<file path="src/rtl/core/line_rasterizer_defines.svh">
// Assertion macros shared by the line rasterizer RTL.
// Uses clk and rst_n of the module that expands them; empty when SYNTH is set.
`ifndef LINE_RASTERIZER_DEFINES_SVH
`define LINE_RASTERIZER_DEFINES_SVH

`ifndef SYNTH

// Condition must hold at every clock edge out of reset.
`define LR_ASSERT_ALWAYS(lbl, cond, msg) \
  lbl: assert property (@(posedge clk) disable iff (!rst_n) (cond)) else $error(msg);

// Antecedent implies consequent in the same cycle.
`define LR_ASSERT_IMPLY(lbl, ante, cons, msg) \
  lbl: assert property (@(posedge clk) disable iff (!rst_n) (ante) |-> (cons)) else $error(msg);

// Antecedent implies consequent in the next cycle.
`define LR_ASSERT_NEXT(lbl, ante, cons, msg) \
  lbl: assert property (@(posedge clk) disable iff (!rst_n) (ante) |=> (cons)) else $error(msg);

`else

`define LR_ASSERT_ALWAYS(lbl, cond, msg)
`define LR_ASSERT_IMPLY(lbl, ante, cons, msg)
`define LR_ASSERT_NEXT(lbl, ante, cons, msg)

`endif

`endif

</file>
<file path="src/rtl/core/lr_pkg.sv">
// Shared types and constants of the line rasterizer.
// No dependencies; used by every module of the block.
`timescale 1ns / 1ps
`default_nettype none

package lr_pkg;

  localparam int COLOR_W  = 32;
  localparam int QDEPTH   = 2;
  localparam int QPTR_W   = $clog2(QDEPTH);
  localparam int QCNT_W   = $clog2(QDEPTH + 1);
  localparam int MAX_PIX  = 3;
  localparam int PEND_W   = $clog2(MAX_PIX + 1);

  // Request codes carried on tuser
  localparam logic REQ_START = 1'b0;
  localparam logic REQ_STEP  = 1'b1;

  // Slots of the coordinate bundle passed from front to back
  localparam int C_CUR_X = 0;
  localparam int C_CUR_Y = 1;
  localparam int C_END_X = 2;
  localparam int C_END_Y = 3;
  localparam int C_MAJOR = 4;
  localparam int C_MINOR = 5;
  localparam int C_SLOTS = 6;

  typedef enum logic [5:0] {
    K_IDLE  = 6'b000001,
    K_POINT = 6'b000010,
    K_VERT  = 6'b000100,
    K_HORZ  = 6'b001000,
    K_XMAJ  = 6'b010000,
    K_YMAJ  = 6'b100000
  } kind_t;

  typedef struct packed {
    logic  is_start;
    kind_t kind;
    logic  minor_dir;  // 1 = decrement the minor coordinate
  } cmd_ctrl_t;

endpackage

`default_nettype wire

</file>
<file path="src/rtl/core/lr_front.sv">
// Front end: decodes input beats and classifies start requests into a line kind.
// Depends on lr_pkg.
`timescale 1ns / 1ps
`default_nettype none

module lr_front #(
  parameter int COORD_BITS = 12,
  parameter int IN_W       = 48
) (
  input  wire logic                                  in_tuser,
  input  wire logic [IN_W-1:0]                       in_tdata,
  output lr_pkg::cmd_ctrl_t                          push_ctrl,
  output logic [lr_pkg::C_SLOTS*COORD_BITS-1:0]      push_coord
);

  logic [COORD_BITS-1:0] x1, y1, x2, y2;
  logic [COORD_BITS-1:0] dx, dy;
  logic [COORD_BITS-1:0] sx, sy, ex, ey;
  logic [COORD_BITS-1:0] cur_x, cur_y, end_x, end_y, major, minor;
  logic                  xmaj, swap;

  assign x1 = in_tdata[0*COORD_BITS +: COORD_BITS];
  assign y1 = in_tdata[1*COORD_BITS +: COORD_BITS];
  assign x2 = in_tdata[2*COORD_BITS +: COORD_BITS];
  assign y2 = in_tdata[3*COORD_BITS +: COORD_BITS];

  assign dx   = (x1 > x2) ? (x1 - x2) : (x2 - x1);
  assign dy   = (y1 > y2) ? (y1 - y2) : (y2 - y1);
  assign xmaj = (dx >= dy);
  assign swap = xmaj ? (x2 < x1) : (y2 < y1);

  // Diagonal lines run from the smaller major coordinate
  assign sx = swap ? x2 : x1;
  assign sy = swap ? y2 : y1;
  assign ex = swap ? x1 : x2;
  assign ey = swap ? y1 : y2;

  always_comb begin
    push_ctrl.is_start  = (in_tuser == lr_pkg::REQ_START);
    push_ctrl.kind      = lr_pkg::K_IDLE;
    push_ctrl.minor_dir = 1'b0;
    cur_x = x1;
    cur_y = y1;
    end_x = x1;
    end_y = y1;
    major = '0;
    minor = '0;
    if (dx == '0 && dy == '0) begin
      push_ctrl.kind = lr_pkg::K_POINT;
    end else if (dx == '0) begin
      push_ctrl.kind = lr_pkg::K_VERT;
      cur_y = (y1 < y2) ? y1 : y2;
      end_y = (y1 < y2) ? y2 : y1;
    end else if (dy == '0) begin
      push_ctrl.kind = lr_pkg::K_HORZ;
      cur_x = (x1 < x2) ? x1 : x2;
      end_x = (x1 < x2) ? x2 : x1;
    end else begin
      cur_x = sx;
      cur_y = sy;
      end_x = ex;
      end_y = ey;
      if (xmaj) begin
        push_ctrl.kind      = lr_pkg::K_XMAJ;
        major               = dx;
        minor               = dy;
        push_ctrl.minor_dir = (ey < sy);
      end else begin
        push_ctrl.kind      = lr_pkg::K_YMAJ;
        major               = dy;
        minor               = dx;
        push_ctrl.minor_dir = (ex < sx);
      end
    end
  end

  assign push_coord = {minor, major, end_y, end_x, cur_y, cur_x};

endmodule

`default_nettype wire

</file>
<file path="src/rtl/core/lr_cmd_queue.sv">
// Two-entry command queue between the classifying front and the drawing back.
// Depends on lr_pkg.
`timescale 1ns / 1ps
`default_nettype none

module lr_cmd_queue #(
  parameter int COORD_BITS = 12
) (
  input  wire logic                                  clk,
  input  wire logic                                  rst_n,
  input  wire logic                                  push_valid,
  output logic                                       push_ready,
  input  wire lr_pkg::cmd_ctrl_t                     push_ctrl,
  input  wire logic [lr_pkg::C_SLOTS*COORD_BITS-1:0] push_coord,
  output logic                                       pop_valid,
  input  wire logic                                  pop_ready,
  output lr_pkg::cmd_ctrl_t                          pop_ctrl,
  output logic [lr_pkg::C_SLOTS*COORD_BITS-1:0]      pop_coord
);

  lr_pkg::cmd_ctrl_t                          ctrl_q_r  [lr_pkg::QDEPTH];
  logic [lr_pkg::C_SLOTS*COORD_BITS-1:0]      coord_q_r [lr_pkg::QDEPTH];
  logic [lr_pkg::QPTR_W-1:0]                  wr_ptr_r, rd_ptr_r;
  logic [lr_pkg::QCNT_W-1:0]                  count_r, count_nxt;
  logic                                       do_push, do_pop;

  localparam logic [lr_pkg::QCNT_W-1:0] FULL_CNT = lr_pkg::QCNT_W'(lr_pkg::QDEPTH);
  localparam logic [lr_pkg::QCNT_W-1:0] CNT_ONE  = lr_pkg::QCNT_W'(1);
  localparam logic [lr_pkg::QPTR_W-1:0] PTR_ONE  = lr_pkg::QPTR_W'(1);

  assign push_ready = (count_r != FULL_CNT);
  assign pop_valid  = (count_r != '0);
  assign do_push    = push_valid && push_ready;
  assign do_pop     = pop_valid && pop_ready;
  assign pop_ctrl   = ctrl_q_r[rd_ptr_r];
  assign pop_coord  = coord_q_r[rd_ptr_r];

  always_comb begin
    count_nxt = count_r;
    if (do_push && !do_pop) begin
      count_nxt = count_r + CNT_ONE;
    end else if (do_pop && !do_push) begin
      count_nxt = count_r - CNT_ONE;
    end
  end

  always_ff @(posedge clk) begin
    if (!rst_n) begin
      wr_ptr_r <= '0;
      rd_ptr_r <= '0;
      count_r  <= '0;
    end else begin
      count_r <= count_nxt;
      if (do_push) begin
        wr_ptr_r <= wr_ptr_r + PTR_ONE;
      end
      if (do_pop) begin
        rd_ptr_r <= rd_ptr_r + PTR_ONE;
      end
    end
  end

  always_ff @(posedge clk) begin
    if (do_push) begin
      ctrl_q_r[wr_ptr_r]  <= push_ctrl;
      coord_q_r[wr_ptr_r] <= push_coord;
    end
  end

endmodule

`default_nettype wire

</file>
<file path="src/rtl/core/lr_back.sv">
// Back end: holds the line state, runs one iteration per step command and
// streams the resulting pixels through an output register. Depends on lr_pkg.
`timescale 1ns / 1ps
`include "line_rasterizer_defines.svh"
`default_nettype none

module lr_back #(
  parameter int COORD_BITS = 12
) (
  input  wire logic                                  clk,
  input  wire logic                                  rst_n,
  input  wire logic                                  cfg_wr_en,
  input  wire logic [lr_pkg::COLOR_W-1:0]            cfg_wr_data,
  input  wire logic                                  q_valid,
  output logic                                       q_ready,
  input  wire lr_pkg::cmd_ctrl_t                     q_ctrl,
  input  wire logic [lr_pkg::C_SLOTS*COORD_BITS-1:0] q_coord,
  output logic                                       out_valid,
  input  wire logic                                  out_ready,
  output logic [COORD_BITS-1:0]                      out_x,
  output logic [COORD_BITS-1:0]                      out_y,
  output logic [lr_pkg::COLOR_W-1:0]                 out_color,
  output logic                                       out_last,
  output logic                                       out_done
);

  localparam int EW = COORD_BITS + 1;
  localparam logic [COORD_BITS-1:0]     C_ONE = COORD_BITS'(1);
  localparam logic [lr_pkg::PEND_W-1:0] P_ONE = lr_pkg::PEND_W'(1);
  localparam logic [lr_pkg::PEND_W-1:0] P_TWO = lr_pkg::PEND_W'(2);
  localparam logic [lr_pkg::PEND_W-1:0] P_THR = lr_pkg::PEND_W'(3);

  // Line state
  lr_pkg::kind_t           kind_r, kind_nxt;
  logic [COORD_BITS-1:0]   cur_x_r, cur_y_r, end_x_r, end_y_r, major_r, minor_r;
  logic [COORD_BITS-1:0]   cur_x_nxt, cur_y_nxt;
  logic [EW-1:0]           err_r, err_nxt;
  logic                    dir_r;
  logic [lr_pkg::COLOR_W-1:0] color_r;

  // Pixels of the current iteration, waiting for the output register
  logic [COORD_BITS-1:0]     pend_x_r [lr_pkg::MAX_PIX];
  logic [COORD_BITS-1:0]     pend_y_r [lr_pkg::MAX_PIX];
  logic                      pend_d_r [lr_pkg::MAX_PIX];
  logic [lr_pkg::PEND_W-1:0] pend_cnt_r;
  logic [COORD_BITS-1:0]     lst_x [lr_pkg::MAX_PIX];
  logic [COORD_BITS-1:0]     lst_y [lr_pkg::MAX_PIX];
  logic                      lst_d [lr_pkg::MAX_PIX];
  logic [lr_pkg::PEND_W-1:0] lst_cnt;

  // Output register
  logic                        out_valid_r, out_last_r, out_done_r;
  logic [COORD_BITS-1:0]       out_x_r, out_y_r;
  logic [lr_pkg::COLOR_W-1:0]  out_color_r;

  logic                  out_load, q_pop, xmaj, hit, at_end;
  logic [EW-1:0]         err_sum;
  logic [COORD_BITS-1:0] mv_x, mv_y;

  assign out_load = (pend_cnt_r != '0) && (!out_valid_r || out_ready);
  assign q_ready  = (pend_cnt_r == '0) || ((pend_cnt_r == P_ONE) && out_load);
  assign q_pop    = q_valid && q_ready;

  // Diagonal arithmetic
  assign xmaj    = (kind_r == lr_pkg::K_XMAJ);
  assign err_sum = err_r + {1'b0, minor_r};
  assign hit     = (err_sum >= {1'b0, major_r});
  assign mv_x    = dir_r ? (cur_x_r - C_ONE) : (cur_x_r + C_ONE);
  assign mv_y    = dir_r ? (cur_y_r - C_ONE) : (cur_y_r + C_ONE);
  assign at_end  = xmaj ? (cur_x_r == end_x_r) : (cur_y_r == end_y_r);

  always_comb begin
    kind_nxt  = kind_r;
    cur_x_nxt = cur_x_r;
    cur_y_nxt = cur_y_r;
    err_nxt   = err_r;
    lst_cnt   = '0;
    for (int i = 0; i < lr_pkg::MAX_PIX; i++) begin
      lst_x[i] = cur_x_r;
      lst_y[i] = cur_y_r;
      lst_d[i] = 1'b0;
    end
    unique case (kind_r)
      lr_pkg::K_POINT: begin
        lst_cnt  = P_ONE;
        lst_d[0] = 1'b1;
        kind_nxt = lr_pkg::K_IDLE;
      end
      lr_pkg::K_VERT: begin
        lst_cnt = P_ONE;
        if (cur_y_r == end_y_r) begin
          lst_d[0] = 1'b1;
          kind_nxt = lr_pkg::K_IDLE;
        end else begin
          cur_y_nxt = cur_y_r + C_ONE;
        end
      end
      lr_pkg::K_HORZ: begin
        lst_cnt = P_ONE;
        if (cur_x_r == end_x_r) begin
          lst_d[0] = 1'b1;
          kind_nxt = lr_pkg::K_IDLE;
        end else begin
          cur_x_nxt = cur_x_r + C_ONE;
        end
      end
      lr_pkg::K_XMAJ, lr_pkg::K_YMAJ: begin
        lst_cnt = P_ONE;
        err_nxt = err_sum;
        if (hit) begin
          err_nxt = err_sum - {1'b0, major_r};
          if (xmaj) begin
            cur_y_nxt = mv_y;
          end else begin
            cur_x_nxt = mv_x;
          end
          lst_x[1] = xmaj ? cur_x_r : mv_x;
          lst_y[1] = xmaj ? mv_y : cur_y_r;
          lst_cnt  = P_TWO;
        end
        if (at_end) begin
          // Endpoint pixel closes the line
          if (hit) begin
            lst_x[2] = end_x_r;
            lst_y[2] = end_y_r;
            lst_d[2] = 1'b1;
            lst_cnt  = P_THR;
          end else begin
            lst_x[1] = end_x_r;
            lst_y[1] = end_y_r;
            lst_d[1] = 1'b1;
            lst_cnt  = P_TWO;
          end
          kind_nxt = lr_pkg::K_IDLE;
        end else if (xmaj) begin
          cur_x_nxt = cur_x_r + C_ONE;
        end else begin
          cur_y_nxt = cur_y_r + C_ONE;
        end
      end
      default: begin
        kind_nxt = lr_pkg::K_IDLE;
      end
    endcase
  end

  always_ff @(posedge clk) begin
    if (!rst_n) begin
      kind_r      <= lr_pkg::K_IDLE;
      cur_x_r     <= '0;
      cur_y_r     <= '0;
      end_x_r     <= '0;
      end_y_r     <= '0;
      major_r     <= '0;
      minor_r     <= '0;
      err_r       <= '0;
      dir_r       <= 1'b0;
      color_r     <= '0;
      pend_cnt_r  <= '0;
      out_valid_r <= 1'b0;
    end else begin
      if (cfg_wr_en) begin
        color_r <= cfg_wr_data;
      end
      if (q_pop) begin
        if (q_ctrl.is_start) begin
          kind_r     <= q_ctrl.kind;
          dir_r      <= q_ctrl.minor_dir;
          cur_x_r    <= q_coord[lr_pkg::C_CUR_X*COORD_BITS +: COORD_BITS];
          cur_y_r    <= q_coord[lr_pkg::C_CUR_Y*COORD_BITS +: COORD_BITS];
          end_x_r    <= q_coord[lr_pkg::C_END_X*COORD_BITS +: COORD_BITS];
          end_y_r    <= q_coord[lr_pkg::C_END_Y*COORD_BITS +: COORD_BITS];
          major_r    <= q_coord[lr_pkg::C_MAJOR*COORD_BITS +: COORD_BITS];
          minor_r    <= q_coord[lr_pkg::C_MINOR*COORD_BITS +: COORD_BITS];
          err_r      <= '0;
          pend_cnt_r <= '0;
        end else begin
          kind_r     <= kind_nxt;
          cur_x_r    <= cur_x_nxt;
          cur_y_r    <= cur_y_nxt;
          err_r      <= err_nxt;
          pend_cnt_r <= lst_cnt;
        end
      end else if (out_load) begin
        pend_cnt_r <= pend_cnt_r - P_ONE;
      end
      if (out_load) begin
        out_valid_r <= 1'b1;
      end else if (out_ready) begin
        out_valid_r <= 1'b0;
      end
    end
  end

  // Pixel list and output payload
  always_ff @(posedge clk) begin
    if (q_pop && !q_ctrl.is_start) begin
      for (int i = 0; i < lr_pkg::MAX_PIX; i++) begin
        pend_x_r[i] <= lst_x[i];
        pend_y_r[i] <= lst_y[i];
        pend_d_r[i] <= lst_d[i];
      end
    end else if (out_load) begin
      for (int i = 0; i < lr_pkg::MAX_PIX - 1; i++) begin
        pend_x_r[i] <= pend_x_r[i+1];
        pend_y_r[i] <= pend_y_r[i+1];
        pend_d_r[i] <= pend_d_r[i+1];
      end
    end
    if (out_load) begin
      out_x_r     <= pend_x_r[0];
      out_y_r     <= pend_y_r[0];
      out_done_r  <= pend_d_r[0];
      out_last_r  <= (pend_cnt_r == P_ONE);
      out_color_r <= color_r;
    end
  end

  assign out_valid = out_valid_r;
  assign out_x     = out_x_r;
  assign out_y     = out_y_r;
  assign out_color = out_color_r;
  assign out_last  = out_last_r;
  assign out_done  = out_done_r;

  `LR_ASSERT_ALWAYS(a_pend_bound, pend_cnt_r <= P_THR, "pixel list overflow")
  `LR_ASSERT_IMPLY(a_err_below_major, (kind_r == lr_pkg::K_XMAJ) || (kind_r == lr_pkg::K_YMAJ), err_r < {1'b0, major_r}, "error accumulator reached major delta")
  `LR_ASSERT_IMPLY(a_done_is_last, out_valid_r && out_done_r, out_last_r, "line end not on last pixel of step")
  `LR_ASSERT_NEXT(a_idle_step_silent, q_pop && !q_ctrl.is_start && (kind_r == lr_pkg::K_IDLE), pend_cnt_r == '0, "idle step produced pixels")

endmodule

`default_nettype wire

</file>
<file path="src/rtl/core/line_rasterizer.sv">
// Top level of the line rasterizer: front classifier, command queue, drawing back.
// Depends on lr_pkg, lr_front, lr_cmd_queue and lr_back.
`timescale 1ns / 1ps
`default_nettype none

// Line rasterizer. Send a start beat (tuser = 0) carrying both endpoints, then
// one step beat (tuser = 1) per loop iteration; each step returns one to three
// pixel beats, the last of them flagged by out_tlast, and the final pixel of
// the line flagged by out_tuser. A step while no line is active returns
// nothing, and a new start abandons the current line. Input beats are taken
// every cycle while the two-entry command queue has room. The back end takes
// the next command only when its pending pixel list is empty or its last
// pixel is moving into the single pixel output register, which passes one
// beat per cycle unless out_tready holds it back. An accepted step beat
// passes the command queue, the pending pixel list and the output register.
// The color comes from cfg_wr_data; write it only while no line is being
// drawn.
module line_rasterizer #(
  parameter int COORD_BITS = 12
) (
  input  wire logic                    clk,
  input  wire logic                    rst_n,
  // Configuration: line color
  input  wire logic                    cfg_wr_en,
  input  wire logic [31:0]             cfg_wr_data,
  // Request channel
  input  wire logic                    in_tvalid,
  output logic                         in_tready,
  input  wire logic                    in_tuser,   // req_type
  input  wire logic [((4*COORD_BITS+7)/8)*8-1:0] in_tdata,
                                       // start_x, start_y, finish_x, finish_y
  // Pixel channel
  output logic                         out_tvalid,
  input  wire logic                    out_tready,
  output logic                         out_tlast,  // step_last
  output logic                         out_tuser,  // line_done
  output logic [((2*COORD_BITS+32+7)/8)*8-1:0] out_tdata
                                       // pixel_x, pixel_y, pixel_color
);

  localparam int IN_W  = ((4*COORD_BITS+7)/8)*8;
  localparam int OUT_W = ((2*COORD_BITS+32+7)/8)*8;
  localparam int CW    = lr_pkg::C_SLOTS*COORD_BITS;

  lr_pkg::cmd_ctrl_t          push_ctrl, pop_ctrl;
  logic [CW-1:0]              push_coord, pop_coord;
  logic                       q_valid, q_ready;
  logic [COORD_BITS-1:0]      px_x, px_y;
  logic [lr_pkg::COLOR_W-1:0] px_color;

  // Classify start requests as they arrive
  lr_front #(
    .COORD_BITS (COORD_BITS),
    .IN_W       (IN_W)
  ) u_front (
    .in_tuser   (in_tuser),
    .in_tdata   (in_tdata),
    .push_ctrl  (push_ctrl),
    .push_coord (push_coord)
  );

  // Decouple acceptance from drawing
  lr_cmd_queue #(
    .COORD_BITS (COORD_BITS)
  ) u_queue (
    .clk        (clk),
    .rst_n      (rst_n),
    .push_valid (in_tvalid),
    .push_ready (in_tready),
    .push_ctrl  (push_ctrl),
    .push_coord (push_coord),
    .pop_valid  (q_valid),
    .pop_ready  (q_ready),
    .pop_ctrl   (pop_ctrl),
    .pop_coord  (pop_coord)
  );

  // Hold line state, run iterations, drive pixel beats
  lr_back #(
    .COORD_BITS (COORD_BITS)
  ) u_back (
    .clk         (clk),
    .rst_n       (rst_n),
    .cfg_wr_en   (cfg_wr_en),
    .cfg_wr_data (cfg_wr_data),
    .q_valid     (q_valid),
    .q_ready     (q_ready),
    .q_ctrl      (pop_ctrl),
    .q_coord     (pop_coord),
    .out_valid   (out_tvalid),
    .out_ready   (out_tready),
    .out_x       (px_x),
    .out_y       (px_y),
    .out_color   (px_color),
    .out_last    (out_tlast),
    .out_done    (out_tuser)
  );

  // Pack the pixel beat, x in the lowest bits, zero fill to whole bytes
  assign out_tdata = OUT_W'({px_color, px_y, px_x});

endmodule

`default_nettype wire

</file>
<file path="config.mk">
export PLATFORM = sky130hd
export DESIGN_NAME = line_rasterizer
export DESIGN_NICKNAME = d
export VERILOG_FILES = /design/src/rtl/core/lr_pkg.sv /design/src/rtl/core/lr_front.sv /design/src/rtl/core/lr_cmd_queue.sv /design/src/rtl/core/lr_back.sv /design/src/rtl/core/line_rasterizer.sv
export VERILOG_INCLUDE_DIRS = /design/src /design/src/rtl/core
export SDC_FILE = /design/constraint.sdc
export NUM_CORES = 1
export LEC_CHECK = 0
export BUFFER_PORTS_ARGS = -buffer_cell sky130_fd_sc_hd__buf_2
export CAP_MARGIN = 10
export CORE_MARGIN = 4
export CORE_UTILIZATION = 61
export DETAILED_ROUTE_END_ITERATION = 6
export PLACE_DENSITY_LB_ADDON = 0.12
export SYNTH_ARGS = -nofsm -noshare
export SYNTH_HDL_FRONTEND = slang
export SYNTH_SLANG_ARGS = --single-unit
</file>
<file path="constraint.sdc">
create_clock -name clk -period 6.85 [get_ports clk]
set_clock_uncertainty 0.15 [all_clocks]
set_input_delay 0 -clock clk [delete_from_list [all_inputs] [get_ports clk]]
set_output_delay 0 -clock clk [all_outputs]
set_load 0.005 [all_outputs]
</file>
==> flow_summary.ini <==
[critical_path]
crit-reg2reg-capture = u_back.pend_x_r[2][10]$_DFFE_PP_
timing.reg2reg.setup_slack_ps = 1130
setup.worst_path.end = u_queue.coord_q_r[1][24]$_DFFE_PP_
startpoint_type = primary input
critical_path_class = primary input to flip-flop
setup.worst_path.end_class = flip-flop
worst-path-max-fanout = 21
worstRegToRegCells = 17
worst_endpoint_data_arrival_time_ps = 6770
required_ps = 7110
worstReg2RegStart = u_back.err_r[1]$_SDFFE_PN0P_
critPathLaunch = in_tdata[19]

[global_routing]
grt_first_pass_wirelength_mm = 95.7
number_of_global_route_vias_before_repair = 17700
grtUsageTotal = 0.289
initial_antenna_violation_count = 1
grt_overflow_total = 0
grt_start_max_net_pins = 106

[synth]
synth_cell_types = 84
ys_seq_area_frac = 0.493
synthArstFlopShare = 0
synth_top_cells_by_area = sky130_fd_sc_hd__edfxtp_1, sky130_fd_sc_hd__dfxtp_1, sky130_fd_sc_hd__mux2i_1, sky130_fd_sc_hd__ha_1, sky130_fd_sc_hd__nand2_1
netlist.top_cell.by_area = sky130_fd_sc_hd__edfxtp_1
synth_top_area_frac = 0.378
synthesized_net_count = 2447
dominantRegCellSynth = sky130_fd_sc_hd__edfxtp_1
synth.top_cells.by_count = sky130_fd_sc_hd__edfxtp_1, sky130_fd_sc_hd__nand2_1, sky130_fd_sc_hd__nor2_1
syn-instance-count = 2262
post-synth-top-count-cell = sky130_fd_sc_hd__edfxtp_1
syn_area_um2 = 23100
syn_area_per_cell_um2 = 10.2
synth_edf_count = 291
yosysWarnings = 0
ys_seq_elements = 423

[clock_network]
cts_post_setup_buffers_inserted = 0
number_of_buffers_added_by_the_clock_tree_synthesis_step = 44
worst_skew_pair.late_latency_ps = 570
clk_root_buffer_cell = sky130_fd_sc_hd__clkbuf_16
cts.path.max_buffers = 3
cts.reportedPaths.clkPinSlew_ps = 60
cts_tree = yes
clock_tree.htree_level_count = 2
cts.sink_count = 423

[outcome]
violations = DRC
outcome = finished with violations

[sta]
setup_violations = 0
final.min_clock_period_ps = 6510
grt_setup_unrepaired = no
fmaxAchievable_mhz = 154
maxSlewHeadroom = 0.160
layout_worst_path_cycle_share = 0.950
drv_slew = 0
max_slew.worst_pin.slew_ps = 1250
timing_hold_violations_final = 0
fin_tns_setup_ps = 0
worst_hold_slack_ps = 47.5

[power]
ir_drop_mv = 0.509
leakagePower_nw = 10.7
cellPowerDensity_nw_per_um2 = 447

[hold_path]
whs_path_depth = 3
hold_path_startpoint = cfg_wr_en
hold_path_class = primary input to flip-flop

[routing]
remaining_drc_errors = 15
drt_pre_antenna_iters = 7
vias = 18200
per_cell_via_count_in_the_routed_design = 6.06
drt_first_iter_violations = 2047
postRouteAntennaNets = 0
detail_route.wl_per_cell_um = 20.1
routed_wirelength_mm = 60.3

[die]
fp.dieW_um = 203
core_footprint_um2 = 37500
die_area_um2 = 41100
die_h_um = 203
initial_core_util = 0.616
num_io_pins = 146
placementRows = 71

[placed_design]
dp.cells = 2813
dp_hpwl_mm = 42.4
gp_congestion = 1.01
port-buffer-count = 145

[finish]
antenna-diode-count = 0
synthToLayoutAreaGrowth_pct = 15.4
instances_no_fill = 3001
final_nets = 2640
proportion_of_layout_cells_with_a_drive_suffix_above_1 = 0.128
fillers = 2806

[job]
cap_viol_max_count = 0
## routing by layer
metal | wire length, um | track usage | up-vias
met5 | 0 | 0 | -
met4 | 1840 | 0.0878 | 0
met3 | 3830 | 0.0420 | 118
met2 | 28100 | 0.473 | 700
met1 | 26500 | 0.405 | 8716
li1 | - | - | 8667
## report_power, final
group | switching, W | internal, W | leakage, nW
Combinational | 0.00335 | 0.00190 | 6.20
Clock | 0.000978 | 0.00130 | 0.689
Sequential | 0.000475 | 0.00393 | 3.81
Total | 0.00480 | 0.00713 | 10.7
## final cells by class
cell class | instances | area, um2 | area share
multi-input cells | 1595 | 10800 | 0.405
clock buffers | 58 | 1210 | 0.0455
clock inverters | 23 | 183 | 0.00685
flip-flops and latches | 423 | 11400 | 0.427
inverters | 106 | 398 | 0.0149
well taps | 511 | 639 | 0.0240
repair buffers | 285 | 2050 | 0.0767
## per-stage QoR
step,worst slack (ps),total power (W),utilization,area (um2)
floorplan,1460,0.00798,-,23100
global placement,750,0.00936,0.646,24200
detailed placement,679,0.00951,0.646,24200
CTS,617,0.0119,0.712,26700
global route,126,0.0127,0.712,26700
finish,343,0.0119,0.712,26700
## sequential cells by signal (all words and copies together), names as in the netlist, 12 cells and up, named ones only
| signal | count |
|---|---|
| u_back.major_r | 12 |
| u_back.out_x | 12 |
| u_queue.ctrl_q_r | 14 |
| u_back.out_color | 32 |
| u_back.minor_r | 12 |
| u_back.cur_y_r | 12 |
| u_back.pend_y_r | 36 |
| u_back.out_y | 12 |
| u_back.pend_x_r | 36 |
| u_back.err_r | 13 |
| u_queue.coord_q_r | 144 |
| u_back.end_y_r | 12 |
| u_back.cur_x_r | 12 |
| u_back.end_x_r | 12 |
| u_back.color_r | 32 |
## layout by cell type, fill, tap and decap left out, drive strengths merged, types with 12 or more instances in the layout
master,Yosys,layout
nor4,14,14
o22ai,39,39
nor2,155,155
dlygate4sd3,0,107
a21oi,125,125
a21o,12,12
nor2b,64,64
o211ai,15,15
clkbuf,109,58
inv,105,106
nand4,19,19
a22oi,31,31
edfxtp,291,291
o21ai,141,141
xor2,21,21
a31oi,13,13
and2,24,24
or3,12,12
mux2,35,35
mux2i,146,146
a21boi,15,15
xnor2,57,57
ha,93,93
nor3,42,42
clkinv,1,22
nand3,38,38
dfxtp,132,132
nand2,259,259
a211oi,21,21
buf,29,178
and3,19,19
o32ai,13,13
o211a,50,50
## worst min path at each step
| stage | endpoint | slack [ps] |
|---|---|---|
| after CTS | u_queue.coord_q_r[0][1]$_DFFE_PP_ | 20 |
| after global routing | u_queue.coord_q_r[1][1]$_DFFE_PP_ | 50 |
| after detailed placement | u_back.color_r[27]$_SDFFE_PN0P_ | 120 |
| after global placement | u_back.color_r[18]$_SDFFE_PN0P_ | 110 |
| after floorplan | u_queue.ctrl_q_r[0][7]$_DFFE_PP_ | -3 |
| final | u_back.color_r[10]$_SDFFE_PN0P_ | 50 |
## logic make-up after synthesis
| kind of cell | count (synthesis) | synth area share |
|---|---|---|
| xor+xnor | 78 | 0.0299 |
| compound gates | 561 | 0.162 |
| simple gates | 676 | 0.138 |
| flops | 423 | 0.493 |
| mux | 181 | 0.0803 |
| buf+inv | 244 | 0.0416 |
| fa+ha+maj | 99 | 0.0556 |
## what timing repair did
action	CTS	global route
hold buffers	107	0
endpoints found under the hold margin	171	0
resized for setup	0	0
## critical path, cell delays in order
cell and delay, ps:
sky130_fd_sc_hd__dlygate4sd3_1 520, sky130_fd_sc_hd__buf_2 130, sky130_fd_sc_hd__inv_1 80, sky130_fd_sc_hd__ha_1 510, sky130_fd_sc_hd__nand4_1 270, sky130_fd_sc_hd__or3_1 480, sky130_fd_sc_hd__o211ai_1 150, sky130_fd_sc_hd__nand2_1 390
sky130_fd_sc_hd__mux2_2 420, sky130_fd_sc_hd__a31oi_1 190, sky130_fd_sc_hd__xor2_1 410, sky130_fd_sc_hd__ha_1 330, sky130_fd_sc_hd__a21o_1 160, sky130_fd_sc_hd__a21o_1 170, sky130_fd_sc_hd__a21oi_1 230, sky130_fd_sc_hd__o21ai_4 120
sky130_fd_sc_hd__mux2_2 580, sky130_fd_sc_hd__mux2i_1 240, sky130_fd_sc_hd__nor2_2 120, sky130_fd_sc_hd__buf_4 260, sky130_fd_sc_hd__mux2i_1 330, sky130_fd_sc_hd__dlygate4sd3_1 650
No activity file was read; power rests on OpenSTA's default activity.
